<file path="src/design/sfu_pkg.sv">
// Shared types, constants and step functions for the spotlight cone falloff unit.
// Used by sfu_cos, sfu_cordic, sfu_weight and spotlight_cone_falloff_unit.
package sfu_pkg;

    localparam int COS_FRAC         = 14;
    localparam int CFG_IDX_W        = 3;
    localparam int CFG_DATA_W       = 16;

    // square root of 2^28 - c*c, one result bit per step
    localparam int SQ_W             = 30;
    localparam int SQ_STEPS         = 15;
    localparam int SQ_PER_STAGE     = 3;
    localparam int SQ_STAGES        = SQ_STEPS / SQ_PER_STAGE;

    localparam int CORDIC_STEPS     = 16;
    localparam int CORDIC_PER_STAGE = 2;
    localparam int CORDIC_STAGES    = CORDIC_STEPS / CORDIC_PER_STAGE;
    localparam int CORDIC_PRESCALE  = 10;
    localparam int CW               = 27;

    localparam int DIV_BITS         = 16;
    localparam int DIV_PER_STAGE    = 2;
    localparam int DIV_STAGES       = DIV_BITS / DIV_PER_STAGE;

    // pipeline stage counts per unit
    localparam int COS_STAGES       = 3 + SQ_STAGES;
    localparam int ANG_STAGES       = CORDIC_STAGES + 1;
    localparam int WGT_STAGES       = DIV_STAGES + 3;
    localparam int PIPE_STAGES      = COS_STAGES + ANG_STAGES + WGT_STAGES + 1;

    localparam logic signed [CW-1:0] ANGLE_180 = 27'sd11796480;
    localparam logic [16:0]          W_ONE     = 17'd65536;

    // arctangent of 2^-i in degrees, Q8.16
    localparam logic signed [CW-1:0] ATAN_DEG [CORDIC_STEPS] = '{
        27'sd2949120, 27'sd1740967, 27'sd919879, 27'sd466945,
        27'sd234378,  27'sd117266,  27'sd58666,  27'sd29335,
        27'sd14668,   27'sd7334,    27'sd3667,   27'sd1833,
        27'sd917,     27'sd458,     27'sd229,    27'sd115
    };

    typedef enum logic [CFG_IDX_W-1:0] {
        REG_KIND     = 3'd0,
        REG_RED      = 3'd1,
        REG_GREEN    = 3'd2,
        REG_BLUE     = 3'd3,
        REG_STRENGTH = 3'd4,
        REG_OUTER    = 3'd5,
        REG_FALLOFF  = 3'd6
    } t_reg_idx;

    typedef enum logic [1:0] {
        KIND_EMISSIVE = 2'd0,
        KIND_SPOT     = 2'd1,
        KIND_NONE     = 2'd2
    } t_kind;

    typedef struct packed {
        logic [SQ_W-1:0] v;
        logic [SQ_W-1:0] res;
    } t_sq;

    typedef struct packed {
        logic signed [CW-1:0] x;
        logic signed [CW-1:0] y;
        logic signed [CW-1:0] z;
    } t_cordic;

    typedef struct packed {
        logic [DIV_BITS-1:0] rem;
        logic [DIV_BITS-1:0] q;
    } t_div;

    typedef struct packed {
        logic cut;
        logic full;
    } t_spot_flags;

    function automatic t_sq sq_step(input t_sq a, input int k);
        logic [SQ_W-1:0] bitv;
        logic [SQ_W-1:0] sum;
        t_sq             r;
        bitv = SQ_W'(1) << (2 * k);
        sum  = a.res + bitv;
        if (a.v >= sum) begin
            r.v   = a.v - sum;
            r.res = (a.res >> 1) + bitv;
        end else begin
            r.v   = a.v;
            r.res = a.res >> 1;
        end
        return r;
    endfunction

    function automatic t_cordic cordic_step(input t_cordic a, input int i);
        logic signed [CW-1:0] xs;
        logic signed [CW-1:0] ys;
        t_cordic              r;
        xs = a.x >>> i;
        ys = a.y >>> i;
        if (a.y > 0) begin
            r.x = a.x + ys;
            r.y = a.y - xs;
            r.z = a.z + ATAN_DEG[i];
        end else begin
            r.x = a.x - ys;
            r.y = a.y + xs;
            r.z = a.z - ATAN_DEG[i];
        end
        return r;
    endfunction

    function automatic t_div div_step(input t_div a, input logic [DIV_BITS-1:0] den);
        logic [DIV_BITS:0] r2;
        t_div              r;
        r2 = {a.rem, 1'b0};
        if (r2 >= {1'b0, den}) begin
            r.rem = DIV_BITS'(r2 - {1'b0, den});
            r.q   = {a.q[DIV_BITS-2:0], 1'b1};
        end else begin
            r.rem = r2[DIV_BITS-1:0];
            r.q   = {a.q[DIV_BITS-2:0], 1'b0};
        end
        return r;
    endfunction

endpackage

</file>
<file path="src/design/sfu_cordic.sv">
// Angle unit: vectoring CORDIC over (|cos|, sin), fold for negative cosine, Q8.8 degrees.
// Depends on sfu_pkg.
module sfu_cordic
    import sfu_pkg::*;
(
    input  logic                  i_clk,
    input  logic [ANG_STAGES-1:0] i_en,
    input  logic [14:0]           i_abs_c,
    input  logic                  i_neg,
    input  logic [14:0]           i_sin,
    output logic [15:0]           o_angle
);

    t_cordic     r_cd  [CORDIC_STAGES];
    logic        r_neg [CORDIC_STAGES];
    logic [15:0] r_angle;

    for (genvar j = 0; j < CORDIC_STAGES; j++) begin : g_cordic
        t_cordic n_cd;
        logic    n_neg;
        always_comb begin
            if (j == 0) begin
                n_cd.x = CW'({i_abs_c, {CORDIC_PRESCALE{1'b0}}});
                n_cd.y = CW'({i_sin, {CORDIC_PRESCALE{1'b0}}});
                n_cd.z = '0;
                n_neg  = i_neg;
            end else begin
                n_cd  = r_cd[(j == 0) ? 0 : j-1];
                n_neg = r_neg[(j == 0) ? 0 : j-1];
            end
            for (int m = 0; m < CORDIC_PER_STAGE; m++) begin
                n_cd = cordic_step(n_cd, j * CORDIC_PER_STAGE + m);
            end
        end
        always_ff @(posedge i_clk) begin
            if (i_en[j]) begin
                r_cd[j]  <= n_cd;
                r_neg[j] <= n_neg;
            end
        end
    end

    // fold, clamp to [0, 180] degrees, round half up to Q8.8
    logic signed [CW-1:0] n_z;
    logic signed [CW-1:0] n_zc;
    logic [CW-1:0]        n_zr;
    always_comb begin
        n_z = r_neg[CORDIC_STAGES-1] ? ANGLE_180 - r_cd[CORDIC_STAGES-1].z
                                     : r_cd[CORDIC_STAGES-1].z;
        if (n_z < 0) begin
            n_zc = '0;
        end else if (n_z > ANGLE_180) begin
            n_zc = ANGLE_180;
        end else begin
            n_zc = n_z;
        end
        n_zr = n_zc + CW'(128);
    end

    always_ff @(posedge i_clk) begin
        if (i_en[CORDIC_STAGES]) begin
            r_angle <= n_zr[23:8];
        end
    end

    assign o_angle = r_angle;

endmodule

</file>
<file path="config.mk">
export PLATFORM = sky130hd
export DESIGN_NAME = sfu_cordic
export DESIGN_NICKNAME = d
export VERILOG_FILES = /design/src/design/sfu_pkg.sv /design/src/design/sfu_cordic.sv
export SDC_FILE = /design/constraint.sdc
export NUM_CORES = 2
export LEC_CHECK = 0
export BUFFER_PORTS_ARGS = -buffer_cell sky130_fd_sc_hd__buf_2
export CELL_PAD_IN_SITES_DETAIL_PLACEMENT = 1
export CELL_PAD_IN_SITES_GLOBAL_PLACEMENT = 1
export CORE_MARGIN = 8
export CORE_UTILIZATION = 40
export CTS_CLUSTER_SIZE = 20
export DETAILED_ROUTE_END_ITERATION = 6
export PLACE_DENSITY = 0.73
export REMOVE_ABC_BUFFERS = 1
export SLEW_MARGIN = 0
export SYNTH_ARGS = -nofsm -noshare
export SYNTH_HDL_FRONTEND = slang
export SYNTH_SLANG_ARGS = --single-unit
</file>
<file path="constraint.sdc">
create_clock -name i_clk -period 28.4 [get_ports i_clk]
set_clock_uncertainty 0.05 [all_clocks]
set_input_delay 1.42 -clock i_clk [delete_from_list [all_inputs] [get_ports i_clk]]
set_output_delay 1.42 -clock i_clk [all_outputs]
set_load 0.01 [all_outputs]
</file>
Yosys cells after proc, flatten, opt, wreduce, memory -nomap -nowiden --
Memories as Yosys holds them, arrays and structs flattened. Cells that the tools add are included.
Storage, ports and cells: register bits after elaboration 16, RAM bits 656, input bits 41, output and inout bits 16, word-level logic and storage cells 151, memories 2
Memory list:
- r_cd | words 8, bits a word 81, rd ports 8, clocked after Yosys merged registers in 0, write ports 8, RTL line sfu_cordic.sv:14 | t_cordic r_cd [CORDIC_STAGES];
- r_neg | words 8, bits a word 1, rd ports 8, clocked after Yosys merged registers in 0, write ports 8, RTL line sfu_cordic.sv:15 | logic r_neg [CORDIC_STAGES];
Cells by class: add/sub/neg operators 95, order comparisons 18, mux-type cells 35
Operators by type and width (number):
- $mux W81 | 16
- $gt A27 B1 Y1 const B | 15
- $add A27 B12 Y27 | 2
- $add A27 B13 Y27 | 2
- $add A27 B14 Y27 | 2
- $add A27 B15 Y27 | 2
- $add A27 B16 Y27 | 2
- $add A27 B17 Y27 | 2
- $add A27 B18 Y27 | 2
- $add A27 B19 Y27 | 2
- $add A27 B20 Y27 | 2
- $add A27 B21 Y27 | 2
- $add A27 B22 Y27 | 2
- $add A27 B23 Y27 | 2
- $add A27 B24 Y27 | 2
- $add A27 B25 Y27 | 2
- $add A27 B26 Y27 | 2
- $sub A27 B12 Y27 | 2
- $sub A27 B13 Y27 | 2
- $sub A27 B14 Y27 | 2
- $sub A27 B15 Y27 | 2
- $sub A27 B16 Y27 | 2
- $sub A27 B17 Y27 | 2
- $sub A27 B18 Y27 | 2
- other kinds (48) | 73

Depth between registers and ports, before layout --
An unclocked memory read counts as a cell.
word-level depth 7, gate-level depth with buffers 47, mapped depth without buffers 44

Worst setup path after synthesis --
No wires, ideal clock.
kind register to register, start memory r_cd[0][139] (netlist bit), end memory r_cd[0][188] (netlist bit) (data pin), library setup time 0.260 ns, arrival 9.779 ns, required time 28.090 ns, setup slack 18.311 ns, stages on the path, launching flop included 40, path buffers 4, cell sequence edfxtp_1 clkbuf_1 inv_1 ha_1 nor3b_1 and4_1 a31oi_1 inv_2 clkbuf_1 a31oi_1 xor2_1 ha_1 a21o_1 or3_1 o21a_1 a311oi_1 xnor2_1 nor4_1 [... 4 more ...] inv_2 buf_1 ha_1 nor2b_1 o21ai_0 a21boi_0 o21ai_0 a21oi_1 o21ai_0 a21oi_1 o41ai_1 o21ai_0 o41ai_1 o211ai_1 a31o_2 a21oi_1 xnor2_1 xnor2_1
RTL lines (RTL line):
- from (decl) | sfu_cordic.sv:14

==> metrics.md <==
| Metric | Value |
|---|---|
| Final #Nets | 10,200 |
| Mapped Area | 74,600 um2 |
| Syn_area_per_cell | 8.31 um2 |
| GR Util met3 | 0.0268 |
| Sequential Area | 16,300 um2 |
| Yosys warns | 0 |
| Setup TNS Final | 0 ns |
| Tmin final | 13.07 ns |
| Crit-path slowest cell | nor4_2 |
| CTS tree | done |
| Post-DR vias/cell | 5.86 |
| Top cell family by delay on the critical path | simple AND/OR/NAND/NOR gates |
| Wirelength, routed | 236 mm |
| Setup violations, final | 0 |
| Ports | 57 |
| Yosys cell types | 103 |
| Die footprint | 201,000 um2 |
| Buf+Inv Stages, Crit Path | 5 |
| Max-slew violations | 0 |
| M2 GR Usage | 0.391 |
| Num CTS Buffers | 74 |
| Max incr delay on CP | 1.03 ns |
| Number of antenna violations at the first check in global routing | 7 |
| Asr flop ratio synth | 0 |
| # clock sinks | 543 |
| Port buffer count | 56 |
| Clock Latency Late Sink | 0.70 ns |
| Layout cells sized above 1 | 0.0403 |
| Leading cell type in the layout, fill and taps excluded | ha_1 |
| Unrepaired setup endpoints after global routing | no |
| Post-CTS Resized | 0 |
| Tightest Pin Transition | 1.24 ns |
| Die Wd | 448 um |
| Grt ovf | 0 |
| Vias in the first global route | 69,100 |
| Row cnt | 158 |
| Commonest non-fill, non-tap cells in the layout | ha_1 (1,071), xnor2_1 (865), nor2_1 (832) |
| Status | complete, no violations |
| DRT iter0 DRCs | 3,443 |
| Clock tree buffer depth | 3 |
| Hold Path Class | flip-flop to flip-flop |
| HPWL Detailed | 195 mm |
| GR met1 Demand/Resource | 0.291 |
| Filler cell count | 22,300 |
| Post-synth EDFFs | 543 |
| DRT Pass-1 Iters | 5 |
| Setup Fix Bufs, Post-CTS | 0 |
| Clk root buf | clkbuf_16 |
| Busiest grt layer | met2 |
| Post-synthesis sequential area ratio | 0.218 |
| Worst Setup End Kind | flip-flop |
| Worst-path clk slew | 0.06 ns |
| Hold Violations, Final | 0 |
| Max-cap violations | 0 |
| WP data arrival | 13.47 ns |
| Yosys reg bits | 543 |
| Worst Setup Start Kind | flip-flop |
| Crit Path Class | flip-flop to flip-flop |
| Syn-to-layout area delta | 7.66% |
| Post-route antenna net violation count | 0 |
| CTS H-tree depth | 3 |
| Largest net degree at the start of global routing | 82 |
| DR DRC count | 0 |
| Synth Instances | 8,985 |
| Routed via count | 67,700 |
| First-pass GRT wire length | 373 mm |
| WL/cell | 20.4 um |
| Core box area | 185,000 um2 |
| Hold bufs inserted after CTS | 0 |
| Fin crit share | 0.460 |
| Gr usage total | 0.224 |
| Critical Path RT | 28.80 ns |
| Top_reg_cell synth | edfxtp_1 |
| CP max FO | 36 |
| Highest clock rate | 76.5 MHz |
| Multi-input combinational cell area | 55,900 um2 |
| Initial core utilization | 0.403 |
| RD Place Congestion | 0.910 |
| Worst hold slack | 0.371 ns |
| Slew headroom | 0.174 |
| Vert. Die Dim | 448 um |
## cell usage after synthesis, drive strengths merged, types with 33 or more instances
| master | n | area [um2] |
|---|---|---|
| or4 | 48 | 360 |
| a2111oi | 37 | 325 |
| xor2 | 380 | 3330 |
| a21oi | 730 | 3660 |
| fa | 33 | 661 |
| a211oi | 92 | 696 |
| nor3b | 40 | 300 |
| o21bai | 119 | 893 |
| edfxtp | 543 | 16300 |
| o31ai | 113 | 848 |
| a21o | 251 | 1880 |
| nand2 | 644 | 2420 |
| clkbuf | 119 | 447 |
| nor2b | 112 | 701 |
| o41ai | 57 | 526 |
| ha | 1071 | 13400 |
| nor2 | 836 | 3150 |
| o21ai | 537 | 2690 |
| o211ai | 54 | 410 |
| nand4 | 46 | 288 |
| nand3 | 204 | 1020 |
| or3 | 95 | 594 |
| a21boi | 62 | 465 |
| a31oi | 89 | 557 |
| inv | 504 | 1890 |
| a211o | 37 | 324 |
| o21a | 148 | 1130 |
| nand2b | 119 | 744 |
| nor4 | 86 | 557 |
| or2 | 68 | 425 |
| and2 | 62 | 388 |
| xnor2 | 865 | 7580 |
| nor3 | 286 | 1440 |
| and3 | 79 | 494 |
## cell families (layout without fill, tap and decap cells)
group,after synthesis,after routing,synth area share
xor+xnor,1245,1245,0.146
fa+ha+maj,1104,1104,0.188
other cells,0,1,0
compound gates,2613,2613,0.229
mux,28,28,0.00389
simple gates,2805,2805,0.182
buf+inv,647,739,0.0329
flops,543,543,0.218
## sequential cells by signal (all words and copies together) (netlist names)
signal and count:
o_angle 16, r_cd 519, r_neg 8
## per-stage QoR
stage / area (um2) / utilization / worst slack (ns) / cells
after global placement: 77900 / 0.420 / 15.72 / 11400
after CTS: 80400 / 0.433 / 15.52 / 11600
after global routing: 80400 / 0.433 / 14.48 / 11600
after floorplan: 74100 / - / 16.90 / 8845
final: 80400 / 0.433 / 15.33 / 11600
after detailed placement: 77900 / 0.420 / 15.62 / 11400
## per-layer routing
layer  up-vias  part of all wire
li1      33200                 -
met4         8             0.029
met1     33100              0.46
met3       311             0.039
met2      1168              0.47
met5         -           0.00022
## worst reg2reg max path: cells and delay by family (launching register included)
| kind | cells | cell delay (ns) |
|---|---|---|
| AO/OA/AOI/OAI | 15 | 3.99 |
| XOR/XNOR | 4 | 0.68 |
| adder cells (fa/ha/maj) | 2 | 0.70 |
| buffers and inverters | 5 | 1.69 |
| flip-flops | 1 | 0.46 |
| AND/OR/NAND/NOR | 16 | 5.28 |
## final cells by class
type / instances / area share
Clock inverter: 51 / 0.00680
Inverter: 507 / 0.0237
Clock buffer: 85 / 0.0244
Antenna cell: 1 / 0.0000311
Sequential cell: 543 / 0.203
Timing Repair Buffer: 96 / 0.00735
Multi-Input combinational cell: 7795 / 0.696
Tap cell: 2480 / 0.0386
## worst paths after layout
check	start	end	slack [ns]	depth (start not counted)
worst min-delay path	r_neg[1][0]	r_neg[1][1]	0.37	0
worst max-delay path	r_cd[1][124]	r_cd[1][214]	15.33	42
worst max register to register	r_cd[1][124]	r_cd[1][214]	15.33	42
worst min register to register	r_neg[1][0]	r_neg[1][1]	0.37	0
Power is left out: the tool's default activity adds up to more than one toggle a clock period on the data nets, which glitch-free logic cannot reach.
