==> src/design/sfu_pkg.sv <==
// Shared types, constants and step functions for the spotlight cone falloff unit.
// Used by sfu_cos, sfu_cordic, sfu_weight and spotlight_cone_falloff_unit.
package sfu_pkg;

    localparam int COS_FRAC         = 14;
    localparam int CFG_IDX_W        = 3;
    localparam int CFG_DATA_W       = 16;

    // square root of 2^28 - c*c, one result bit per step
    localparam int SQ_W             = 30;
    localparam int SQ_STEPS         = 15;
    localparam int SQ_PER_STAGE     = 3;
    localparam int SQ_STAGES        = SQ_STEPS / SQ_PER_STAGE;

    localparam int CORDIC_STEPS     = 16;
    localparam int CORDIC_PER_STAGE = 2;
    localparam int CORDIC_STAGES    = CORDIC_STEPS / CORDIC_PER_STAGE;
    localparam int CORDIC_PRESCALE  = 10;
    localparam int CW               = 27;

    localparam int DIV_BITS         = 16;
    localparam int DIV_PER_STAGE    = 2;
    localparam int DIV_STAGES       = DIV_BITS / DIV_PER_STAGE;

    // pipeline stage counts per unit
    localparam int COS_STAGES       = 3 + SQ_STAGES;
    localparam int ANG_STAGES       = CORDIC_STAGES + 1;
    localparam int WGT_STAGES       = DIV_STAGES + 3;
    localparam int PIPE_STAGES      = COS_STAGES + ANG_STAGES + WGT_STAGES + 1;

    localparam logic signed [CW-1:0] ANGLE_180 = 27'sd11796480;
    localparam logic [16:0]          W_ONE     = 17'd65536;

    // arctangent of 2^-i in degrees, Q8.16
    localparam logic signed [CW-1:0] ATAN_DEG [CORDIC_STEPS] = '{
        27'sd2949120, 27'sd1740967, 27'sd919879, 27'sd466945,
        27'sd234378,  27'sd117266,  27'sd58666,  27'sd29335,
        27'sd14668,   27'sd7334,    27'sd3667,   27'sd1833,
        27'sd917,     27'sd458,     27'sd229,    27'sd115
    };

    typedef enum logic [CFG_IDX_W-1:0] {
        REG_KIND     = 3'd0,
        REG_RED      = 3'd1,
        REG_GREEN    = 3'd2,
        REG_BLUE     = 3'd3,
        REG_STRENGTH = 3'd4,
        REG_OUTER    = 3'd5,
        REG_FALLOFF  = 3'd6
    } t_reg_idx;

    typedef enum logic [1:0] {
        KIND_EMISSIVE = 2'd0,
        KIND_SPOT     = 2'd1,
        KIND_NONE     = 2'd2
    } t_kind;

    typedef struct packed {
        logic [SQ_W-1:0] v;
        logic [SQ_W-1:0] res;
    } t_sq;

    typedef struct packed {
        logic signed [CW-1:0] x;
        logic signed [CW-1:0] y;
        logic signed [CW-1:0] z;
    } t_cordic;

    typedef struct packed {
        logic [DIV_BITS-1:0] rem;
        logic [DIV_BITS-1:0] q;
    } t_div;

    typedef struct packed {
        logic cut;
        logic full;
    } t_spot_flags;

    function automatic t_sq sq_step(input t_sq a, input int k);
        logic [SQ_W-1:0] bitv;
        logic [SQ_W-1:0] sum;
        t_sq             r;
        bitv = SQ_W'(1) << (2 * k);
        sum  = a.res + bitv;
        if (a.v >= sum) begin
            r.v   = a.v - sum;
            r.res = (a.res >> 1) + bitv;
        end else begin
            r.v   = a.v;
            r.res = a.res >> 1;
        end
        return r;
    endfunction

    function automatic t_cordic cordic_step(input t_cordic a, input int i);
        logic signed [CW-1:0] xs;
        logic signed [CW-1:0] ys;
        t_cordic              r;
        xs = a.x >>> i;
        ys = a.y >>> i;
        if (a.y > 0) begin
            r.x = a.x + ys;
            r.y = a.y - xs;
            r.z = a.z + ATAN_DEG[i];
        end else begin
            r.x = a.x - ys;
            r.y = a.y + xs;
            r.z = a.z - ATAN_DEG[i];
        end
        return r;
    endfunction

    function automatic t_div div_step(input t_div a, input logic [DIV_BITS-1:0] den);
        logic [DIV_BITS:0] r2;
        t_div              r;
        r2 = {a.rem, 1'b0};
        if (r2 >= {1'b0, den}) begin
            r.rem = DIV_BITS'(r2 - {1'b0, den});
            r.q   = {a.q[DIV_BITS-2:0], 1'b1};
        end else begin
            r.rem = r2[DIV_BITS-1:0];
            r.q   = {a.q[DIV_BITS-2:0], 1'b0};
        end
        return r;
    endfunction

endpackage

==> src/design/sfu_weight.sv <==
// Cone weight: cutoff tests, restoring divider for the normalized angle, smoothstep.
// Depends on sfu_pkg.
module sfu_weight
    import sfu_pkg::*;
(
    input  logic                  i_clk,
    input  logic [WGT_STAGES-1:0] i_en,
    input  logic [15:0]           i_angle,
    input  logic [15:0]           i_outer,
    input  logic [15:0]           i_falloff,
    output logic [16:0]           o_weight
);

    logic [15:0]  den;
    t_div         r_dv  [DIV_STAGES+1];
    t_spot_flags  r_fl  [DIV_STAGES+2];
    logic [15:0]  r_f2;
    logic [16:0]  r_w;

    assign den = i_outer - i_falloff;

    always_ff @(posedge i_clk) begin
        if (i_en[0]) begin
            r_fl[0].cut  <= (i_angle >= i_outer);
            r_fl[0].full <= (i_angle <= i_falloff);
            r_dv[0].rem  <= i_outer - i_angle;
            r_dv[0].q    <= '0;
        end
    end

    for (genvar j = 0; j < DIV_STAGES; j++) begin : g_div
        t_div n_dv;
        always_comb begin
            n_dv = r_dv[j];
            for (int m = 0; m < DIV_PER_STAGE; m++) begin
                n_dv = div_step(n_dv, den);
            end
        end
        always_ff @(posedge i_clk) begin
            if (i_en[1+j]) begin
                r_dv[j+1] <= n_dv;
                r_fl[j+1] <= r_fl[j];
            end
        end
    end

    logic [31:0] n_ff;
    assign n_ff = r_dv[DIV_STAGES].q * r_dv[DIV_STAGES].q;

    always_ff @(posedge i_clk) begin
        if (i_en[DIV_STAGES+1]) begin
            r_f2               <= n_ff[31:16];
            r_fl[DIV_STAGES+1] <= r_fl[DIV_STAGES];
        end
    end

    // hold f alongside f^2 for the cubic term
    logic [15:0] r_f;
    always_ff @(posedge i_clk) begin
        if (i_en[DIV_STAGES+1]) begin
            r_f <= r_dv[DIV_STAGES].q;
        end
    end

    logic [17:0] n_t;
    logic [33:0] n_p;
    always_comb begin
        n_t = 18'd196608 - 18'({r_f, 1'b0});
        n_p = r_f2 * n_t;
    end

    always_ff @(posedge i_clk) begin
        if (i_en[DIV_STAGES+2]) begin
            priority if (r_fl[DIV_STAGES+1].cut) begin
                r_w <= '0;
            end else if (r_fl[DIV_STAGES+1].full) begin
                r_w <= W_ONE;
            end else begin
                r_w <= n_p[32:16];
            end
        end
    end

    assign o_weight = r_w;

endmodule

==> config.mk <==
export PLATFORM = sky130hd
export DESIGN_NAME = sfu_weight
export DESIGN_NICKNAME = d
export VERILOG_FILES = /design/src/design/sfu_pkg.sv /design/src/design/sfu_weight.sv
export SDC_FILE = /design/constraint.sdc
export NUM_CORES = 2
export LEC_CHECK = 0
export BUFFER_PORTS_ARGS = -buffer_cell sky130_fd_sc_hd__clkbuf_2
export CORE_MARGIN = 3
export CORE_UTILIZATION = 55
export CTS_CLUSTER_DIAMETER = 80
export DETAILED_ROUTE_END_ITERATION = 10
export PLACE_DENSITY_LB_ADDON = 0.25
export RECOVER_POWER = 25
export SLEW_MARGIN = 25
export SYNTH_ARGS = -nofsm -noshare
export SYNTH_HDL_FRONTEND = slang
export SYNTH_SLANG_ARGS = --single-unit
==> constraint.sdc <==
create_clock -name i_clk -period 9.1 [get_ports i_clk]
set_input_delay 0.455 -clock i_clk [delete_from_list [all_inputs] [get_ports i_clk]]
set_output_delay 0.455 -clock i_clk [all_outputs]
set_load 0.03 [all_outputs]
**Word level (Yosys, flattened, before mapping)**

Memory sizes are Yosys's and may differ from the RTL's.
Index checks and enable logic that the tools add are counted.

- Flip-flop bits (word level): 49
- Memory bits (writable): 308
- Bits of input ports: 60
- Output and inout port bits: 17
- Logic and storage cells: 83
- Memories kept: 2

- Add/sub/neg operators: 19
- Multiply operators: 2
- Magnitude comparators: 18
- Muxes and demuxes: 37
- Reductions and logical operators: 1

Memories:

| name | depth | bits a word | read ports | clocked after memory_dff | wr ports | line | RTL |
|---|---|---|---|---|---|---|---|
| r_dv | 9 | 32 | 9 | 0 | 9 | sfu_weight.sv:15 | `t_div r_dv [DIV_STAGES+1];` |
| r_fl | 10 | 2 | 10 | 0 | 10 | sfu_weight.sv:16 | `t_spot_flags r_fl [DIV_STAGES+2];` |

Operators by type and width:

| kind | count |
|---|---|
| 32-bit 2-to-1 mux | 16 |
| 16-bit subtractor | 18 |
| 17-bit by 16-bit >= comparator with 1-bit output | 16 |
| 16-bit by 18-bit multiplier with 33-bit output | 1 |
| 16-bit by 16-bit multiplier with 32-bit output | 1 |
| 1-bit 2-to-1 mux | 20 |
| 18-bit by 17-bit subtractor with 18-bit output, first input constant | 1 |
| 17-bit 2-to-1 mux | 1 |
| 16-bit >= comparator | 1 |
| 16-bit less-or-equal comparator | 1 |
| 2-bit OR reduction | 1 |

**Depth between registers and ports, before layout**

- Depth in word-level cells: 5
- Mapped depth: 38
- Depth with buffers taken out: 34

**Worst setup path after synthesis**

No wires, ideal clock.

- Kind: reg2reg
- Start: register r_f[0] (read register of r_dv)
- End: register r_w[16], in the netlist o_weight[16] (data pin)
- Library setup time: 0.258 ns
- Data arrival time: 7.565 ns
- Data required time: 8.842 ns
- Slack: 1.277 ns
- Cell stages (with the launch flop): 32
- Period minus slack after synthesis: 7.823 ns
- Cell sequence: edfxtp_1 -> clkbuf_1 -> inv_1 -> ha_1 -> nor3b_1 -> nand2_1 -> or2_2 -> nor4_1 -> nand2_1 -> xor2_1 -> clkbuf_1 -> nand2_1 -> fa_1 -> fa_1 -> fa_1 -> inv_1 -> fa_1 -> fa_1 -> inv_1 -> fa_1 -> inv_1 -> ha_1 -> a21o_1 -> a21oi_1 -> o21ai_0 -> nor2_1 -> o31a_1 -> o31ai_1 -> o41ai_1 -> o21bai_1 -> xnor2_1 -> a21oi_1

- Word-level cells in the longest chain between the ends: 3

RTL lines:

| element | line | RTL |
|---|---|---|
| start, declared | sfu_weight.sv:58 | `logic [15:0] r_f;` |
| 18-bit by 17-bit subtractor with 18-bit output | sfu_weight.sv:68 | `n_t = 18'd196608 - 18'({r_f, 1'b0});` |
| 16-bit by 18-bit multiplier with 33-bit output | sfu_weight.sv:69 | `n_p = r_f2 * n_t;` |
| 17-bit 2-to-1 mux | sfu_weight.sv:76 | `end else if (r_fl[DIV_STAGES+1].full) begin` |
| end signal, assigned | sfu_weight.sv:79 | `r_w <= n_p[32:16];` |
| end, declared | sfu_weight.sv:18 | `logic [16:0] r_w;` |

No other way between the ends.
A chain may end at the register's enable or synchronous reset.

**Worst setup path after layout**

- Start: register r_f[2] (read register of r_dv)
- End: register r_w[16], in the netlist o_weight[16] (data pin)

Same word-level chain as after synthesis.

==> results.yml <==
outcome:
  status: "completed"
yosys:
  synth_edf_count: 269
  ys_types: 90
  synth_ff_type: "edfxtp_1"
  synth_area_sq_um: 38550
  yosysSeqAreaShare: 0.2096
  syn-num-nets: 5003
  ys_ff_latch: 269
  synth.avg_cell_area_sq_um: 9.411
  syn_inst: 4096
  yosysWarnings: 0
  async_flop_share: 0
worst_setup_path:
  worstPathMaxFanout: 9
  cp_top_family: "adder cells"
  critPathMaxStageDelay_ns: 0.55
  r2r_cells: 27
  crit_path_start: "r_f[2]"
  critPathCapture: "o_weight[16]"
  crit-reg2reg-capture: "o_weight[16]"
  cpMaxStageDelayCell: "fa_1"
  arrival_ns: 8.71
  r2r_slack_ns: 0.68
  endpoint_kind: "flip-flop"
  cpMostUsedCell: "fa_1"
  cp.depth: 27
  crit_type: "flip-flop to flip-flop"
  path_buf_inv: 3
  critical_path.startpoint_type: "flip-flop"
  cp.required_ns: 9.39
  r2r-start: "r_f[2]"
die:
  die_area_sq_um: 73290
  die_w_microns: 270.7
  pin_count: 77
  dieHeight_microns: 270.7
  rows: 96
  initial_core_util: 0.5581
  core-area_sq_um: 69070
global_route:
  grt_util_all_layers: 0.2569
  grt_pass1_vias: 29630
  grt_overflow: 0
  grt_antenna_before_repair: 0
  grt_max_degree: 55
  grt_pass1_wl_microns: 153000
clocking:
  cts.clk_slew.worst_paths_ns: 0.06
  clock_latency_ns: 0.56
  cts_tree: "built"
  cts_resized: 0
  ctsHoldBuffers: 0
  htreeDepth: 2
  cts-root-buf: "clkbuf_16"
  postCtsSetupBuffers: 0
  cts_buffers: 37
  clockBufferDepth: 3
  clock-sinks: 269
drt:
  drt_iter0_drc: 1791
  ant_nets: 0
  firstDrtPassIters: 6
  drc: 0
  totalWireLength_microns: 93240
  via_per_inst: 5.734
  vias: 29380
  wl_per_cell_microns: 18.20
hold_path:
  hold_class: "primary input to flip-flop"
layout:
  fillers: 5978
  final_cell_mix: "534 x inv_1, 467 x ha_1, 386 x nand2_1, 378 x fa_1, 269 x edfxtp_1"
  area_delta_synth_final_pct: 7.488
  mostFrequentLayoutCell: "inv_1"
  multi_input_area_sq_um: 28040
  antenna_cells: 0
  drive_gt1_frac: 0.08254
  seq_area_sq_um: 8078
  final_nets: 5070
sta:
  finalSetupViolCount: 0
  post-route-period-util: 0.9249
  fin_crit_ns: 8.417
  relSlewSlack: 0.2625
  clock_skew_ns: 0.02880
  finalHoldViolations: 0
  fmax_ghz: 0.1188
  worst_slew_pin_slew_ns: 1.098
  tns_ns: 0
  rsz0062_at_grt: "no"
  drv_slew: 0
placement:
  gp_congestion: 0.9877
  hpwl_microns: 72780
  io_buffers: 76
flow_run:
  drv_cap: 0
[tightest hold or removal path, cell delays in order]
cell and delay (ns):
clkbuf_2 0.09, ha_1 0.14, o22ai_1 0.09
[layout make-up]
type                       count  share of cell area
clock inverter                30            0.006312
timing repair buffer         142             0.02223
tap                          931             0.02812
multi-input combinational   3175              0.6767
sequential                   269              0.1950
clock buffer                  38             0.02295
inverter                     538             0.04874
[through the flow]
stage          utilization  hold slack (ns)  cell area (sq um)  setup slack, ns  std cells
6_report            0.5999           0.3944              41430           0.6833       5123
5_1_grt             0.5999           0.3910              41430          0.09407       5123
4_1_cts             0.5998           0.3647              41430           0.6885       5123
3_5_place_dp        0.5823           0.4045              40210           0.6507       5055
3_3_place_gp        0.5823           0.4006              40210           0.8494       5055
2_1_floorplan            -           0.4003              38550            1.277       4096
[Yosys cell counts (all sizes together) (11+ instances only)]
cell type  instances  area (sq um)
o211ai            15         131.4
nand4             42         262.8
o21bai            36         270.3
o21a              49         369.1
a31oi             29         196.4
and3              32         200.2
nand2            389          1468
nand3             45         225.2
or2               11         68.82
and2             197          1232
o21ai            177         885.9
nor3              67         335.3
ha               468          5856
a21o              95         713.2
o31ai             19         147.6
a211oi            31         237.7
xor2              80         708.2
buf               33         205.2
nor4              15         93.84
fa               379          7587
clkbuf            81         304.0
inv              538          2019
a211o             13         113.9
a21oi            217          1094
nor2             216         813.3
or3               20         125.1
nand2b            44         275.3
xnor2            197          1733
edfxtp           269          8078
maj3              24         244.0
o22ai             11         68.82
mux2              86          1044
nor2b             39         244.0
[registers in the layout, summed over array words and instances, names as in the netlist]
signal    cells
r_dv        200
o_weight     17
r_fl         20
r_f          16
r_f2         16
[routing by layer]
metal	global-route usage	vias to the layer above	share of wire	wire, microns
li1	-	14180	-	-
met1	0.3374	14240	0.43	40410
met2	0.4461	796	0.49	45260
met3	0.03131	169	0.050	4675
met4	0.07595	0	0.031	2897
met5	0	-	0	0
[worst min-delay path by stage]
stage / from / to / slack, ns / depth (start not counted)
global route: i_angle[15] / r_fl[0][0] / 0.39 / 3
global placement: r_dv[0][224] / r_dv[0][258] / 0.40 / 0
detailed placement: r_dv[0][96] / r_dv[0][130] / 0.40 / 0
finish: i_angle[15] / r_fl[0][0] / 0.39 / 3
CTS: i_angle[15] / r_fl[0][0] / 0.36 / 3
floorplan: r_dv[0][66] / r_dv[0][100] / 0.40 / 0
[cells by family after synthesis]
kind of cell | share of synthesized area
flip-flops | 0.2096
AND/OR/NAND/NOR | 0.1462
AO/OA/AOI/OAI | 0.1306
buffers and inverters | 0.06560
adder cells (fa/ha/maj) | 0.3551
XOR/XNOR | 0.06333
multiplexers | 0.02967
Power is not shown: default switching activity piles up to over one toggle a cycle in this logic, so the estimate is an artifact.
