[src/design/sfu_pkg.sv]
// Shared types, constants and step functions for the spotlight cone falloff unit.
// Used by sfu_cos, sfu_cordic, sfu_weight and spotlight_cone_falloff_unit.
package sfu_pkg;

    localparam int COS_FRAC         = 14;
    localparam int CFG_IDX_W        = 3;
    localparam int CFG_DATA_W       = 16;

    // square root of 2^28 - c*c, one result bit per step
    localparam int SQ_W             = 30;
    localparam int SQ_STEPS         = 15;
    localparam int SQ_PER_STAGE     = 3;
    localparam int SQ_STAGES        = SQ_STEPS / SQ_PER_STAGE;

    localparam int CORDIC_STEPS     = 16;
    localparam int CORDIC_PER_STAGE = 2;
    localparam int CORDIC_STAGES    = CORDIC_STEPS / CORDIC_PER_STAGE;
    localparam int CORDIC_PRESCALE  = 10;
    localparam int CW               = 27;

    localparam int DIV_BITS         = 16;
    localparam int DIV_PER_STAGE    = 2;
    localparam int DIV_STAGES       = DIV_BITS / DIV_PER_STAGE;

    // pipeline stage counts per unit
    localparam int COS_STAGES       = 3 + SQ_STAGES;
    localparam int ANG_STAGES       = CORDIC_STAGES + 1;
    localparam int WGT_STAGES       = DIV_STAGES + 3;
    localparam int PIPE_STAGES      = COS_STAGES + ANG_STAGES + WGT_STAGES + 1;

    localparam logic signed [CW-1:0] ANGLE_180 = 27'sd11796480;
    localparam logic [16:0]          W_ONE     = 17'd65536;

    // arctangent of 2^-i in degrees, Q8.16
    localparam logic signed [CW-1:0] ATAN_DEG [CORDIC_STEPS] = '{
        27'sd2949120, 27'sd1740967, 27'sd919879, 27'sd466945,
        27'sd234378,  27'sd117266,  27'sd58666,  27'sd29335,
        27'sd14668,   27'sd7334,    27'sd3667,   27'sd1833,
        27'sd917,     27'sd458,     27'sd229,    27'sd115
    };

    typedef enum logic [CFG_IDX_W-1:0] {
        REG_KIND     = 3'd0,
        REG_RED      = 3'd1,
        REG_GREEN    = 3'd2,
        REG_BLUE     = 3'd3,
        REG_STRENGTH = 3'd4,
        REG_OUTER    = 3'd5,
        REG_FALLOFF  = 3'd6
    } t_reg_idx;

    typedef enum logic [1:0] {
        KIND_EMISSIVE = 2'd0,
        KIND_SPOT     = 2'd1,
        KIND_NONE     = 2'd2
    } t_kind;

    typedef struct packed {
        logic [SQ_W-1:0] v;
        logic [SQ_W-1:0] res;
    } t_sq;

    typedef struct packed {
        logic signed [CW-1:0] x;
        logic signed [CW-1:0] y;
        logic signed [CW-1:0] z;
    } t_cordic;

    typedef struct packed {
        logic [DIV_BITS-1:0] rem;
        logic [DIV_BITS-1:0] q;
    } t_div;

    typedef struct packed {
        logic cut;
        logic full;
    } t_spot_flags;

    function automatic t_sq sq_step(input t_sq a, input int k);
        logic [SQ_W-1:0] bitv;
        logic [SQ_W-1:0] sum;
        t_sq             r;
        bitv = SQ_W'(1) << (2 * k);
        sum  = a.res + bitv;
        if (a.v >= sum) begin
            r.v   = a.v - sum;
            r.res = (a.res >> 1) + bitv;
        end else begin
            r.v   = a.v;
            r.res = a.res >> 1;
        end
        return r;
    endfunction

    function automatic t_cordic cordic_step(input t_cordic a, input int i);
        logic signed [CW-1:0] xs;
        logic signed [CW-1:0] ys;
        t_cordic              r;
        xs = a.x >>> i;
        ys = a.y >>> i;
        if (a.y > 0) begin
            r.x = a.x + ys;
            r.y = a.y - xs;
            r.z = a.z + ATAN_DEG[i];
        end else begin
            r.x = a.x - ys;
            r.y = a.y + xs;
            r.z = a.z - ATAN_DEG[i];
        end
        return r;
    endfunction

    function automatic t_div div_step(input t_div a, input logic [DIV_BITS-1:0] den);
        logic [DIV_BITS:0] r2;
        t_div              r;
        r2 = {a.rem, 1'b0};
        if (r2 >= {1'b0, den}) begin
            r.rem = DIV_BITS'(r2 - {1'b0, den});
            r.q   = {a.q[DIV_BITS-2:0], 1'b1};
        end else begin
            r.rem = r2[DIV_BITS-1:0];
            r.q   = {a.q[DIV_BITS-2:0], 1'b0};
        end
        return r;
    endfunction

endpackage

[src/design/sfu_cos.sv]
// Cosine front end: dot product, clamp and rounding to Q1.14, then sin by square root.
// Depends on sfu_pkg.
module sfu_cos
    import sfu_pkg::*;
#(
    parameter int VECTOR_FRAC_BITS = 14
) (
    input  logic                  i_clk,
    input  logic [COS_STAGES-1:0] i_en,
    input  logic signed [15:0]    i_normal_x,
    input  logic signed [15:0]    i_normal_y,
    input  logic signed [15:0]    i_normal_z,
    input  logic signed [15:0]    i_dir_x,
    input  logic signed [15:0]    i_dir_y,
    input  logic signed [15:0]    i_dir_z,
    output logic [14:0]           o_abs_c,
    output logic                  o_neg,
    output logic [14:0]           o_sin
);

    localparam int DW = (2 * VECTOR_FRAC_BITS + 3 > 35) ? 2 * VECTOR_FRAC_BITS + 3 : 35;
    localparam int SH = 2 * VECTOR_FRAC_BITS - COS_FRAC;
    localparam logic signed [DW-1:0] ONE = {{(DW-1){1'b0}}, 1'b1} << (2 * VECTOR_FRAC_BITS);
    localparam logic [DW-1:0] RND = {{(DW-1){1'b0}}, 1'b1} << (SH - 1);

    logic signed [31:0] r_p0, r_p1, r_p2;
    logic signed [15:0] r_c;
    t_sq                r_sq   [SQ_STAGES+1];
    logic [14:0]        r_abs  [SQ_STAGES+1];
    logic               r_neg  [SQ_STAGES+1];

    always_ff @(posedge i_clk) begin
        if (i_en[0]) begin
            r_p0 <= i_normal_x * i_dir_x;
            r_p1 <= i_normal_y * i_dir_y;
            r_p2 <= i_normal_z * i_dir_z;
        end
    end

    // clamp to [-1, 1], bias, round half up to Q1.14
    logic signed [DW-1:0] n_dot;
    logic signed [DW-1:0] n_clamp;
    logic [DW-1:0]        n_biased;
    logic [DW-1:0]        n_shifted;
    logic [16:0]          n_c;
    always_comb begin
        n_dot = DW'(r_p0) + DW'(r_p1) + DW'(r_p2);
        if (n_dot > ONE) begin
            n_clamp = ONE;
        end else if (n_dot < -ONE) begin
            n_clamp = -ONE;
        end else begin
            n_clamp = n_dot;
        end
        n_biased  = DW'(n_clamp + ONE) + RND;
        n_shifted = n_biased >> SH;
        n_c       = {1'b0, n_shifted[15:0]} - 17'd16384;
    end

    always_ff @(posedge i_clk) begin
        if (i_en[1]) begin
            r_c <= n_c[15:0];
        end
    end

    logic [15:0] n_abs;
    logic [29:0] n_cc;
    always_comb begin
        n_abs = r_c[15] ? 16'(-r_c) : 16'(r_c);
        n_cc  = n_abs[14:0] * n_abs[14:0];
    end

    always_ff @(posedge i_clk) begin
        if (i_en[2]) begin
            r_sq[0].v   <= (SQ_W'(1) << 28) - n_cc;
            r_sq[0].res <= '0;
            r_abs[0]    <= n_abs[14:0];
            r_neg[0]    <= r_c[15];
        end
    end

    for (genvar j = 0; j < SQ_STAGES; j++) begin : g_sqrt
        t_sq n_sq;
        always_comb begin
            n_sq = r_sq[j];
            for (int m = 0; m < SQ_PER_STAGE; m++) begin
                n_sq = sq_step(n_sq, SQ_STEPS - 1 - (j * SQ_PER_STAGE + m));
            end
        end
        always_ff @(posedge i_clk) begin
            if (i_en[3+j]) begin
                r_sq[j+1]  <= n_sq;
                r_abs[j+1] <= r_abs[j];
                r_neg[j+1] <= r_neg[j];
            end
        end
    end

    assign o_abs_c = r_abs[SQ_STAGES];
    assign o_neg   = r_neg[SQ_STAGES];
    assign o_sin   = r_sq[SQ_STAGES].res[14:0];

endmodule

[config.mk]
export PLATFORM = sky130hd
export DESIGN_NAME = sfu_cos
export DESIGN_NICKNAME = d
export VERILOG_FILES = /design/src/design/sfu_pkg.sv /design/src/design/sfu_cos.sv
export SDC_FILE = /design/constraint.sdc
export NUM_CORES = 2
export LEC_CHECK = 0
export BUFFER_PORTS_ARGS = -buffer_cell sky130_fd_sc_hd__clkbuf_2
export CAP_MARGIN = 20
export CORE_AREA = 2 2 319 321
export DETAILED_ROUTE_END_ITERATION = 12
export DIE_AREA = 0 0 321 323
export GPL_TIMING_DRIVEN = 0
export PLACE_DENSITY = 0.72
export SYNTH_ARGS = -nofsm -noshare
export SYNTH_HDL_FRONTEND = slang
export SYNTH_SLANG_ARGS = --single-unit
[constraint.sdc]
create_clock -name i_clk -period 13.8 [get_ports i_clk]
set_clock_uncertainty 0.05 [all_clocks]
set_input_delay 2.07 -clock i_clk [delete_from_list [all_inputs] [get_ports i_clk]]
set_output_delay 2.07 -clock i_clk [all_outputs]
set_load 0.1 [all_outputs]
# After elaboration in Yosys (flattened, before gate mapping)
# Memory sizes are Yosys's and may differ from the RTL's.
# Index checks and enable logic that the tools add are counted.
# word_totals
mem_bits_rw,456
ff_bits,112
elab_cells,110
n_memories,3
input_bits,105
# op_classes
mul,4
n_mux,30
add_sub_neg,52
magnitude_cmp,17
# mem_list
memory,depth,word_bits,rd,rd_ports_with_merged_regs,write_ports,line,source
r_sq,6,60,6,0,6,sfu_cos.sv:28,t_sq r_sq [SQ_STAGES+1];
r_abs,6,15,6,0,6,sfu_cos.sv:29,logic [14:0] r_abs [SQ_STAGES+1];
r_neg,6,1,6,0,6,sfu_cos.sv:30,logic r_neg [SQ_STAGES+1];
# ops
op,n
two-way mux 60 bit,15
>= comparator 30 bit,15
subtractor 30 bit,15
multiplier 16 x 16 -> 32 bit,3
two-way mux 30 bit,2
adder 33 x 32 -> 34 bit,1
greater-than comparator 34 x 30 -> 1 bit (second input constant),1
< comparator 34 x 29 -> 1 bit (second input constant),1
adder 32 x 32 -> 33 bit,1
adder 29 x 1 -> 30 bit (second input constant),1
adder 29 x 11 -> 30 bit (second input constant),1
adder 29 x 13 -> 30 bit (second input constant),1
adder 29 x 15 -> 30 bit (second input constant),1
adder 29 x 17 -> 30 bit (second input constant),1
adder 29 x 19 -> 30 bit (second input constant),1
adder 29 x 21 -> 30 bit (second input constant),1
adder 29 x 23 -> 30 bit (second input constant),1
adder 29 x 25 -> 30 bit (second input constant),1
adder 29 x 27 -> 30 bit (second input constant),1
adder 29 x 29 -> 30 bit (second input constant),1
adder 29 x 3 -> 30 bit (second input constant),1
adder 29 x 5 -> 30 bit (second input constant),1
adder 29 x 7 -> 30 bit (second input constant),1
adder 29 x 9 -> 30 bit (second input constant),1
other kinds (23),34

# Logic depth before layout (Yosys ltp)
# An unclocked memory read counts as a cell.
# depth
depth_word,10
ltp_mapped,41
ltp_nobuf,38

# Least setup slack after synthesis
# OpenSTA, ideal clock, no wires.
# synth_path
path_kind,flip-flop to flip-flop
startpoint,reg r_c[0]
endpoint,mem r_sq[0][58] (netlist name) (data pin)
stages_incl_launch_ff,31
n_path_buf,1
slack_ns,5.223
setup_time_ns,0.258
period_less_slack_ns,8.577
arrival_time_ns,8.269
path_cell_list,edfxtp_1 -> clkbuf_1 -> inv_1 -> ha_1 -> nand2_1 -> or3_1 -> nand2b_1 -> o41a_1 -> xnor2_1 -> clkinv_1 -> nand2_1 -> fa_1 -> fa_1 -> inv_1 -> fa_1 -> fa_1 -> inv_1 -> fa_1 -> fa_1 -> ha_1 -> or2_2 -> a21oi_1 -> a21oi_1 -> a41oi_1 -> a21oi_1 -> a41o_1 -> o22ai_1 -> inv_1 -> a2111o_1 -> a21oi_1 -> xnor2_1
# synth_rtl
element,line,source
start: declaration,sfu_cos.sv:27,logic signed [15:0] r_c;
start signal: assignment,sfu_cos.sv:62,r_c <= n_c[15:0];
end: declaration,sfu_cos.sv:28,

==> impl_metrics.yaml <==
clock_network:
  path_clk_slew_ns: 0.06
  cts.sink_count: 393
  cts_resized: 0
  cts_buffer_depth: 3
  htree_levels: 2
  tritoncts: "done"
  cts_buffers: 44
  cts_setup_buffers: 0
  clk_latency_ns: 0.61
  cts-root-buf: "clkbuf_16"
  ctsHoldBuffers: 0
synthesis:
  async_flop_share_pct: 0
  ys_ff_latch: 393
  synthDistinctLibCells: 93
  synthCells: 6103
  synth_nets: 7696
  ys_seq_area_share_pct: 19.8
  ys.warnings.count: 0
  syn_avg_cell_area_um2: 9.77
  synth_top_flop_cell: "edfxtp_1"
  netlist_area_um2: 59600
  synth-edff-count: 393
flow_run:
  cap_violations: 0
critical_path:
  critPathArrivalTime_ns: 10.68
  crit_path_start_kind: "flop"
  crit_required_ns: 14.02
  slowest_delay_ns: 0.61
  critPathMaxFanout: 11
  path_class: "reg2reg"
  r2r_start: "r_sq[4][52]"
  critPathLaunch: "r_sq[4][52]"
  reg2reg_depth: 36
  worstSetupEndpointType: "flop"
  cp_slowest_cell: "or4_1"
final_layout:
  nFillCells: 8343
  drive_gt1_share_pct: 4.35
  final_cell_mix: "inv_1, fa_1, nand2_1"
  nets: 7885
  final_common_cell: "inv_1"
  finalNonFillerCells: 7633
  syn_to_final_growth_pct: 6.56
  final_cell_area_um2: 63500
sta:
  timing.final.crit_share_pct: 75.8
  max_clock_freq_mhz: 95.7
  drv_slew: 0
  worst_pin_slew_ns: 1.10
  hold_violations: 0
  setup-violations-final: 0
  fin_setup_tns_ns: 0
  slew_headroom_pct: 26.1
  setup_ws_ns: 3.35
  rsz0062_at_grt: "no"
  period_needed_ns: 10.45
grt:
  grt_pass1_vias: 44141
  antenna_found_initial: 1
  grt_pass1_wl_um: 227000
  overflow: 0
  grt_start_max_net_pins: 69
  grtUsageTotal_pct: 27.5
routing:
  drtIter0Drc: 2721
  antenna_left: 0
  route.detailed.drc: 0
  vias_per_cell: 5.60
  num_vias: 42782
  wl_um: 139000
  dr.pass1.iters: 6
  wire_per_inst_um: 18.2
placement:
  port_buffers: 135
  place_congestion: 0.969
  place_area_um2: 62000
  dp_cells: 7552
  dp_slack_ns: 3.25
  dp_hpwl_um: 117000
floorplan:
  die_h_um: 323
  fp.coreArea_um2: 101000
  dieWidth_um: 321
  dieArea_um2: 104000
  fp-row-count: 117
  ios: 136
  initial_core_util_pct: 59.2
hold_path:
  hold_depth: 0
  hold_class: "reg2reg"
  min-delay-start: "r_abs[1][3]"
run_status:
  status: "finished, final reports clean"
==> layer usage <==
metal / part of all wire, % / vias to the layer above / track usage, %
li1: - / 19927 / -
met1: 41 / 21223 / 36.1
met2: 49 / 1362 / 47.1
met3: 6.5 / 270 / 3.73
met4: 3.8 / 0 / 9.53
met5: 0 / - / 0
==> logic make-up (layout without fill, tap and decap cells) <==
kind of cell	Yosys count	count (layout)	share of synthesized area, %
AO/OA/AOI/OAI	721	721	7.93
buffers and inverters	1352	1572	8.53
XOR/XNOR	325	325	4.78
multiplexers	39	39	0.741
other	0	1	0
flip-flops	393	393	19.8
AND/OR/NAND/NOR	1785	1785	14.8
adder cells (fa/ha/maj)	1488	1488	43.5
==> critical path, delay by kind of cell (launching register included) <==
| kind | cells | cell delay, ns |
|---|---|---|
| AND/OR/NAND/NOR | 15 | 4.15 |
| AO/OA/AOI/OAI | 13 | 2.70 |
| adder cells (fa/ha/maj) | 2 | 0.65 |
| flip-flops | 1 | 0.45 |
| multiplexers | 1 | 0.39 |
| buffers and inverters | 5 | 1.74 |
==> stage by stage <==
| stage | hold slack (ns) | util, % |
|---|---|---|
| 3_5_place_dp | 0.355 | 61.6 |
| 5_1_grt | 0.368 | 63.1 |
| 3_3_place_gp | 0.351 | 61.5 |
| 4_1_cts | 0.366 | 63.0 |
| 6_report | 0.364 | 63.1 |
| 2_1_floorplan | 0.350 | - |
==> cell type report <==
type | count | area [um2] | share of cell area, %
multi-input combinational | 4358 | 42700 | 67.3
sequential | 393 | 11800 | 18.6
inverter | 1213 | 4550 | 7.17
tap | 1309 | 1640 | 2.58
clock buffer | 53 | 1130 | 1.79
timing repair buffer | 143 | 821 | 1.29
buffer | 139 | 533 | 0.839
clock inverter | 24 | 314 | 0.494
antenna | 1 | 2.50 | 0.00394
==> state kept, by name, summed over array words and instances (netlist names) <==
name and flops:
r_abs 87, r_c 16, r_neg 6, r_p0 32, r_p1 32, r_p2 32
r_sq 188
==> Yosys cell counts, drive strengths merged, types with 8 or more instances <==
cell type  instances  area share, %
edfxtp           393             20
mux2              26           0.52
xor2              97            1.4
nor3              78           0.66
and4              10           0.15
nor2             285            1.8
a31o              10           0.15
clkbuf           132           0.83
o211ai            21           0.26
a41oi              8           0.12
nor3b             11           0.14
nor4              42           0.49
or4               16           0.20
o21a              52           0.65
a21oi            224            1.9
nand2            670            4.2
nand2b            85           0.89
nor2b             36           0.38
mux2i             13           0.22
and2             321            3.4
o21ai            118           0.99
o31a              11           0.16
or2               17           0.18
nand4b            16           0.24
a211o             10           0.15
and3              33           0.35
xnor2            228            3.4
inv             1206            7.6
ha               518             11
or3               28           0.30
o21bai            27           0.34
o31ai             30           0.38
nand4             35           0.37
nand3b            21           0.26
a21boi             9           0.11
fa               970             33
a21o              87            1.1
nand3             70           0.60
a31oi             24           0.25
a211oi            19           0.24
==> path summary, 6_finish.rpt <==
kind / end / slack [ns]
max: r_sq[5][0] / 3.35
min: r_abs[2][3] / 0.36
max reg2reg: r_sq[5][0] / 3.35
min reg2reg: r_abs[2][3] / 0.36
Power is not shown: default switching activity piles up to over one toggle a cycle in this logic, so the estimate is an artifact.
